## src/hw/rtl/vrra_pkg.sv

```systemverilog
// Shared types and constants for the variable record ring allocator.
// Holds the controller state type and the controller/datapath command and status bundles.
// No dependencies.
`timescale 1ns / 1ps

package vrra_pkg;

  // Width of the record length input field
  localparam int IN_LEN_W = 7;
  // Width used to compare the raw length against the maximum record size
  localparam int LEN_CMP_W = 8;

  typedef enum logic [2:0] {
    ST_CLEAR,   // post-reset pass that zeroes the length store
    ST_IDLE,    // waiting for a record length
    ST_TAIL,    // zeroing the unused tail before a wrap
    ST_WALK,    // test the oldest pointer against the new record span
    ST_WAIT,    // store read in flight, advance the oldest pointer
    ST_COMMIT,  // write the new length, update the oldest pointer
    ST_DONE     // hand the result to the output register
  } state_t;

  // Controller to datapath
  typedef struct packed {
    logic sweep_wr;
    logic load;
    logic rd;
    logic walk_step;
    logic commit;
    logic out_load;
  } cmd_t;

  // Datapath to controller
  typedef struct packed {
    logic sweep_last;
    logic tail_needed;
    logic in_range;
    logic out_free;
  } sts_t;

endpackage

```

## src/hw/rtl/vrra_ctrl.sv

```systemverilog
// Controller state machine for the variable record ring allocator.
// Depends on vrra_pkg for the state type and the command/status bundles.
`timescale 1ns / 1ps

module vrra_ctrl import vrra_pkg::*; (
  input  logic clk,
  input  logic rst,
  input  logic in_valid,
  output logic in_stall,
  input  sts_t sts,
  output cmd_t cmd
);

  state_t state;
  state_t state_next;

  // State register
  always_ff @(posedge clk) begin
    if (rst) begin
      state <= ST_CLEAR;
    end else begin
      state <= state_next;
    end
  end

  // Next state
  always_comb begin
    state_next = state;
    unique case (state)
      ST_CLEAR: begin
        if (sts.sweep_last) state_next = ST_IDLE;
      end
      ST_IDLE: begin
        if (in_valid) state_next = sts.tail_needed ? ST_TAIL : ST_WALK;
      end
      ST_TAIL: begin
        if (sts.sweep_last) state_next = ST_WALK;
      end
      ST_WALK: begin
        state_next = sts.in_range ? ST_WAIT : ST_COMMIT;
      end
      ST_WAIT: begin
        state_next = ST_WALK;
      end
      ST_COMMIT: begin
        state_next = ST_DONE;
      end
      ST_DONE: begin
        if (sts.out_free) state_next = ST_IDLE;
      end
      default: begin
        state_next = ST_CLEAR;
      end
    endcase
  end

  // Commands
  always_comb begin
    cmd = '0;
    in_stall = 1'b1;
    unique case (state)
      ST_CLEAR: begin
        cmd.sweep_wr = 1'b1;
      end
      ST_IDLE: begin
        in_stall = 1'b0;
        cmd.load = in_valid;
      end
      ST_TAIL: begin
        cmd.sweep_wr = 1'b1;
      end
      ST_WALK: begin
        cmd.rd = sts.in_range;
      end
      ST_WAIT: begin
        cmd.walk_step = 1'b1;
      end
      ST_COMMIT: begin
        cmd.commit = 1'b1;
      end
      ST_DONE: begin
        cmd.out_load = sts.out_free;
      end
      default: begin
        cmd = '0;
      end
    endcase
  end

`ifndef SYNTHESIS
  // A load only happens on an input transfer
  a_load_on_transfer: assert property (@(posedge clk) disable iff (rst)
    cmd.load |-> (in_valid && !in_stall))
    else $error("load without input transfer");

  // Every store read is followed by a pointer update
  a_rd_then_step: assert property (@(posedge clk) disable iff (rst)
    cmd.rd |=> cmd.walk_step)
    else $error("store read not consumed");

  // Commit is always followed by the result handoff stage
  a_commit_then_done: assert property (@(posedge clk) disable iff (rst)
    cmd.commit |=> (state == ST_DONE))
    else $error("commit not followed by result stage");
`endif

endmodule

```

## config.mk

```make
export PLATFORM = sky130hd
export DESIGN_NAME = vrra_ctrl
export DESIGN_NICKNAME = d
export VERILOG_FILES = /design/src/hw/rtl/vrra_pkg.sv /design/src/hw/rtl/vrra_ctrl.sv
export SDC_FILE = /design/constraint.sdc
export NUM_CORES = 1
export LEC_CHECK = 0
export BUFFER_PORTS_ARGS = -buffer_cell sky130_fd_sc_hd__buf_4
export CORE_AREA = 8 8 45 47
export CTS_BUF_LIST = sky130_fd_sc_hd__clkbuf_4
export CTS_CLUSTER_DIAMETER = 60
export DETAILED_ROUTE_END_ITERATION = 8
export DIE_AREA = 0 0 53 55
export PLACE_DENSITY = 0.42
export SLEW_MARGIN = 20
export SYNTH_ARGS = -nofsm -noshare
export SYNTH_HDL_FRONTEND = slang
export SYNTH_SLANG_ARGS = --single-unit
```

## constraint.sdc

```tcl
create_clock -name clk -period 1.4 [get_ports clk]
set_clock_uncertainty 0.1 [all_clocks]
set_input_delay 0.14 -clock clk [delete_from_list [all_inputs] [get_ports clk]]
set_output_delay 0.14 -clock clk [all_outputs]
set_load 0.05 [all_outputs]
```

# [Word-level counts from Yosys, hierarchy flattened]
# Index checks and enable logic that the tools add are counted.
[word_totals] reg_bits=3 latchBits=0 ram_bits=0 mem_bits_ro=0 in_bits=7 wordCells=28 memories=0
[op_classes] n_addsub=0 n_mul=0 n_div=0 order_cmp=0 n_eq_ne=10 shift=0 muxes=14 bitwise=0 n_reduce_logical=3
[ops] operator="$pmux W3 S7" count=1
[ops] operator="$mux W3" count=4
[ops] operator="$eq A3 B3 Y1 const B" count=3
[ops] operator="$mux W1" count=9
[ops] operator="$ne A2 B2 Y1 const B" count=4
[ops] operator="$eq A3 B2 Y1 const B" count=2
[ops] operator="$reduce_and A4 Y1" count=1
[ops] operator="$eq A3 B1 Y1 const B" count=1
[ops] operator="$logic_not A3 Y1" count=1
[ops] operator="$reduce_or A2 Y1" count=1

# [Depth between registers and ports, before layout]
# Gate-level depths: netlist of run 1.
[logic_depth] ltp_word=3 mapped_depth=4 depth_no_buf=3

# [Least setup slack after synthesis of run 1]
# Ideal clock, no wire load.
[synth_path] path_kind="register to output" startpoint="register state[1]" endpoint="output cmd[0] (netlist name)" arrival_time_ns=1.739 required_ns=1.160 slack_ns=-0.579 path_stages_with_launch=4 path_buffers=1 path_cell_list="dfxtp_1 -> buf_6 -> nand2_1 -> nor3b_1"
[synth_rtl] element="start: declaration" line="vrra_ctrl.sv:14" rtl="state_t state;"
[synth_rtl] element="start signal: assignment" line="vrra_ctrl.sv:22" rtl="state <= state_next;"
[synth_rtl] element="end: declaration" line="vrra_ctrl.sv:11" rtl="output cmd_t cmd"

==> results.sh, run 1 <==
export IMPL_status="finished with violations"
export IMPL_violations="setup timing"
export IMPL_tightest_slew_ns=0.306
export IMPL_syn_avg_cell_area_sq_um=7.72
export IMPL_ios=14
export IMPL_clkTransAtPathRegs_ns=0.04
export IMPL_die_area_sq_mm=0.00292
export IMPL_swShare_pct=32.3
export IMPL_irDropWorstVdd_v=0.000532
export IMPL_diodes=0
export IMPL_setup_viol=2
export IMPL_path_buf_inv=1
export IMPL_htreeDepth=1
export IMPL_layoutNonFillerInstCount=68
export IMPL_ant_nets=0
export IMPL_io_buffers=13
export IMPL_grt_pass1_vias=280
export IMPL_power_internal_uw=294
export IMPL_die_h_um=55
export IMPL_tns_ns=-0.115
export IMPL_numCtsBuffers=3
export IMPL_synthCells=30
export IMPL_final_cell_mix="buf_4 (14), buf_6 (5), clkbuf_4 (4)"
export IMPL_path_delay_family="simple AND/OR/NAND/NOR gates"
export IMPL_yosys_warnings=0
export IMPL_initial_utilization_pct=16.7
export IMPL_area_delta_synth_final_pct=112
export IMPL_place_congestion=0.738
export IMPL_fill_cells=144
export IMPL_overflow=0
export IMPL_dp_cells=59
export IMPL_synth_fp_nets=37
export IMPL_setup_slack_ns=-0.0915
export IMPL_cts_root_buf="clkbuf_4"
export IMPL_fin_crit_ns=1.49
export IMPL_cts_tree="built"
export IMPL_seq_power_share_pct=23.4
export IMPL_via_count=292
export IMPL_slew_headroom_pct=79.6
export IMPL_final_layout_size_suffix_gt1_share_pct=73.1
export IMPL_drv_slew=0
export IMPL_core_area_sq_mm=0.00138
export IMPL_reg_largest_list="state: 3 flops"
export IMPL_slowest_delay_ns=0.40
export IMPL_final_nets=60
export IMPL_hold_violations=0
export IMPL_rows=14
export IMPL_hpwlAfterDp_um=573
export IMPL_utilization_pct=35.5
export IMPL_start_kind="flop"
export IMPL_grt_total_usage_pct=5.62
export IMPL_critPathCaptureType="primary output"
export IMPL_critPathArrivalTime_ns=1.25
export IMPL_netSwitchingPower_uw=140
export IMPL_ys_seq_area_share_pct=25.9
export IMPL_clock_fmax_ghz=0.670
export IMPL_cp_max_fo=6
export IMPL_dr_pass1_iters=4
export IMPL_dieWidth_um=53
export IMPL_top_register="state"
export IMPL_fin_area_sq_um=492
export IMPL_grt_max_degree=11
export IMPL_crit_chain="or3_4, nor2_4, buf_8"
export IMPL_final_common_cell="buf_4"
export IMPL_drc_errors=0
export IMPL_cts_buffer_depth=2
export IMPL_ys_seq_elements=3
export IMPL_drtIter0Drc=6
export IMPL_period_share_pct=107
export IMPL_wl_per_cell_um=11.1
export IMPL_hp_class="input pin to flop"
export IMPL_viasPerCell=4.29
export IMPL_wl_um=755
export IMPL_crit_required_ns=1.16
export IMPL_rsz0062_at_grt="true"
export IMPL_cellPowerDensity_mw_per_mm2=884
export IMPL_antenna_found_initial=0
export IMPL_post_place_ws_ns=0.0851
export IMPL_clock_sinks=3
export IMPL_grt_pass1_wl_mm=1.16
export IMPL_largest_register_ffs=3
export IMPL_worstSetupPathType="flop to primary output"
export IMPL_leakagePower_uw=0.000209
export IMPL_insertion_delay_ns=0.23
export IMPL_syn_area_sq_um=231
export IMPL_pwr_share_clk_pct=38.8
export IMPL_place_area_sq_um=375
export IMPL_combPwrFrac_pct=37.9
export IMPL_drv_cap=0
export IMPL_ys_types=18
export IMPL_slowest_stage="or3_4"
==> power by group through the flow <==
stage | clock, uW | sequential [uW] | combinational (uW)
global route | 187 | 102 | 175
global placement | 0 | 105 | 135
floorplan | 0 | 98.0 | 104
detailed placement | 0 | 106 | 133
CTS | 177 | 104 | 141
finish | 168 | 102 | 164
==> tightest hold or removal path, cell delays in order <==
cell	delay [ns]
buf_4	0.09
a222oi_1	0.09
nor2_1	0.09
==> path summary, 6_finish.rpt <==
path / cells after the start / slack [ns] / start / to
worst min-delay path: 3 / 0.12 / in_valid / state[1]
worst min register to register: 2 / 0.51 / state[2] / state[1]
worst max register to register: 4 / 0.14 / state[0] / state[1]
worst max-delay path: 3 / -0.09 / state[1] / cmd[4]
==> repair_timing <==
item                                    in CTS  in global routing
gates resized for setup                      4                 10
pin swaps                                    2                  5
endpoints found under the setup margin       6                  4
hold buffers                                 1                  0
setup buffers                                1                  3
hold endpoints to repair                     3                  0
==> cell usage after synthesis <==
master | number | area, sq um
clkbuf_2 | 1 | 5.00
inv_1 | 3 | 11.3
nor2_2 | 1 | 6.26
a211oi_1 | 1 | 7.51
nand2_1 | 2 | 7.51
a222oi_1 | 1 | 10.0
dfxtp_1 | 3 | 60.1
a21oi_1 | 2 | 10.0
or3_4 | 1 | 11.3
nor2b_4 | 1 | 13.8
nand3b_1 | 1 | 7.51
nor3b_1 | 1 | 7.51
nor3_1 | 4 | 20.0
buf_6 | 2 | 22.5
nor2_1 | 3 | 11.3
nand4_1 | 1 | 6.26
o221ai_1 | 1 | 8.76
o21ai_0 | 1 | 5.00
==> kinds of logic (layout without fill, tap and decap cells) <==
kind of cell | count (synthesis) | in the layout | synth area share (%)
AND/OR/NAND/NOR | 15 | 15 | 39.5
AO/OA/AOI/OAI | 6 | 6 | 17.8
buffers and inverters | 6 | 28 | 16.8
flip-flops | 3 | 3 | 25.9
==> routing by layer <==
layer  GRT usage [%]  wire length, um  vias up
li1                -                -      150
met3            2.14               81        0
met5               0                0        -
met1            5.45              281      130
met2            8.59              393       12
met4            6.47                0        0
==> cell type report <==
class | count | area [sq um] | area share, %
clock buffers | 4 | 30.0 | 6.11
inverters | 3 | 13.8 | 2.80
multi-input cells | 21 | 175 | 35.6
well taps | 16 | 20.0 | 4.07
flip-flops and latches | 3 | 66.3 | 13.5
repair buffers | 21 | 186 | 37.9
==> stage by stage <==
| step | hold slack (ns) | power (uW) |
|---|---|---|
| after floorplan | 0.102 | 202 |
| after global placement | 0.223 | 240 |
| after global routing | 0.125 | 464 |
| after detailed placement | 0.224 | 239 |
| after CTS | 0.110 | 423 |
| final | 0.120 | 434 |
No activity file was read; power rests on OpenSTA's default activity.
==> run 2: changes to the inputs <==
--- a/config.mk
+++ b/config.mk
@@ -11,7 +11,7 @@
 export CTS_CLUSTER_DIAMETER = 60
 export DETAILED_ROUTE_END_ITERATION = 8
 export DIE_AREA = 0 0 53 55
-export PLACE_DENSITY = 0.42
+export PLACE_DENSITY = 0.43
 export SLEW_MARGIN = 20
 export SYNTH_ARGS = -nofsm -noshare
 export SYNTH_HDL_FRONTEND = slang
==> constraint.sdc (replaced) <==
create_clock -name clk -period 1.2 [get_ports clk]
set_clock_uncertainty 0.1 [all_clocks]
set_input_delay 0.12 -clock clk [delete_from_list [all_inputs] [get_ports clk]]
set_output_delay 0.12 -clock clk [all_outputs]
set_load 0.05 [all_outputs]
==> run 2 against run 1 <==
Global-route usage is 1.2 points higher. The run still ends with setup timing left. Largest cell class unchanged. Critical path depth stayed put. Die area stayed put. Highest routed layer unchanged. Combinational power is 54% higher. Via count is 11% higher. Worst hold slack worse by 0.012 ns. Clock power is 17% higher.
==> results.sh, run 2 (synthesis results as in run 1) <==
export IMPL_final_layout_size_suffix_gt1_share_pct=77.2
export IMPL_drtIter0Drc=9
export IMPL_start_kind="flop"
export IMPL_rsz0062_at_grt="true"
export IMPL_setup_slack_ns=-0.238
export IMPL_fin_crit_ns=1.44
export IMPL_io_buffers=13
export IMPL_tightest_slew_ns=0.289
export IMPL_met3WireLength_um=47
export IMPL_grt_pass1_wl_mm=1.40
export IMPL_numCtsBuffers=3
export IMPL_insertion_delay_ns=0.23
export IMPL_dieWidth_um=53
export IMPL_hp_start="in_valid"
export IMPL_via_count=323
export IMPL_worstSetupPathType="flop to primary output"
export IMPL_cellPowerDensity_mw_per_mm2=933
export IMPL_critPathArrivalTime_ns=1.22
export IMPL_leakagePower_uw=0.000256
export IMPL_diodes=0
export IMPL_drv_cap=0
export IMPL_grt_pass1_vias=337
export IMPL_place_congestion=0.765
export IMPL_ant_nets=0
export IMPL_wl_um=946
export IMPL_tns_ns=-1.30
export IMPL_setup_viol=8
export IMPL_largest_register_ffs=3
export IMPL_dr_pass1_iters=4
export IMPL_hp_class="input pin to flop"
export IMPL_drv_slew=0
export IMPL_antenna_found_initial=0
export IMPL_top_register="state"
export IMPL_die_area_sq_mm=0.00292
export IMPL_grt_max_degree=7
export IMPL_hold_violations=0
export IMPL_grt_total_usage_pct=6.78
export IMPL_hold_path_endpoint="state[1]"
export IMPL_layoutNonFillerInstCount=73
export IMPL_reg2reg_slack_ns=-0.01
export IMPL_htreeDepth=1
export IMPL_wl_met2_um=569
export IMPL_seq_area_sq_um=68.8
export IMPL_irDropWorstVdd_v=0.000508
export IMPL_cts_tree="built"
export IMPL_critPathCaptureType="primary output"
export IMPL_slew_headroom_pct=80.8
export IMPL_reg_largest_list="state: 3 flops"
export IMPL_violations="setup timing"
export IMPL_dp_cells=64
export IMPL_cts_buffer_depth=2
export IMPL_wirelength_met1_um=330
export IMPL_drc_errors=0
export IMPL_clock_sinks=3
export IMPL_final_common_cell="buf_6"
export IMPL_clkTransAtPathRegs_ns=0.04
export IMPL_hpwlAfterDp_um=647
export IMPL_ios=14
export IMPL_multi_input_area_sq_um=210
export IMPL_period_share_pct=120
export IMPL_r2r_end="state[1]"
export IMPL_area_delta_synth_final_pct=162
export IMPL_timing_rr_start="state[1]"
export IMPL_cp_max_fo=4
export IMPL_overflow=0
export IMPL_rows=14
export IMPL_top_layer_used="met3"
export IMPL_final_nets=65
export IMPL_viasPerCell=4.42
export IMPL_holdPathStages=3
export IMPL_whs_ns=0.108
export IMPL_fill_cells=137
export IMPL_clock_fmax_ghz=0.696
export IMPL_status="finished with violations"
export IMPL_cts_root_buf="clkbuf_4"
export IMPL_crit_required_ns=0.98
export IMPL_die_h_um=55
export IMPL_worstRegToRegCells=5
export IMPL_final_cell_mix="buf_6 (12), buf_4 (11), clkbuf_4 (4)"
export IMPL_wl_per_cell_um=13.0
export IMPL_initial_utilization_pct=16.7
export IMPL_core_area_sq_mm=0.00138
run 2: area by class of cell:
cell class / count / share of cell area, %
clock buffers: 4 / 4.96
flip-flops and latches: 3 / 11.4
inverters: 3 / 2.27
multi-input cells: 21 / 34.7
repair buffers: 26 / 43.4
well taps: 16 / 3.31
run 2: power by group:
group	leakage [uW]	internal, uW	switching [uW]
registers	0.0000264	107	9.97
clock network	0.0000184	147	48.6
logic	0.000211	125	127
total	0.000256	379	186
run 2: critical path: stages (launching register included):
cell and delay [ns]:
dfxtp_4 0.34, or3_4 0.40, nor2_4 0.09, buf_6 0.16
run 2: timing repair:
action	CTS	global route
pin swaps	2	4
resized for setup	19	9
hold buffers	1	0
endpoints found under the setup margin	9	9
buffers inserted	1	4
endpoints found under the hold margin	3	0
run 2: metal layers:
metal | global-route usage, % | vias to the layer above
met1 | 6.23 | 155
li1 | - | 160
met5 | 0 | -
met3 | 3.74 | 0
met2 | 11.1 | 8
met4 | 5.17 | 0
run 2: worst max path at each step:
| stage | start | end | slack, ns | cells past startpoint |
|---|---|---|---|---|
| after floorplan | state[1] | cmd[4] | -0.23 | 3 |
| after global placement | state[2] | cmd[4] | -0.03 | 3 |
| after detailed placement | state[2] | cmd[4] | -0.04 | 3 |
| after CTS | state[2] | cmd[4] | -0.24 | 3 |
| after global routing | state[2] | cmd[4] | -0.28 | 3 |
| final | state[2] | cmd[4] | -0.24 | 3 |
run 2: through the flow:
| stage | util, % | area, sq um | power, uW | worst slack, ns |
|---|---|---|---|---|
| 6_report | 43.8 | 606 | 565 | -0.238 |
| 3_3_place_gp | 31.2 | 432 | 311 | -0.0318 |
| 3_5_place_dp | 31.2 | 432 | 309 | -0.0410 |
| 2_1_floorplan | - | 278 | 238 | -0.230 |
| 5_1_grt | 43.8 | 606 | 599 | -0.276 |
| 4_1_cts | 39.8 | 551 | 551 | -0.244 |
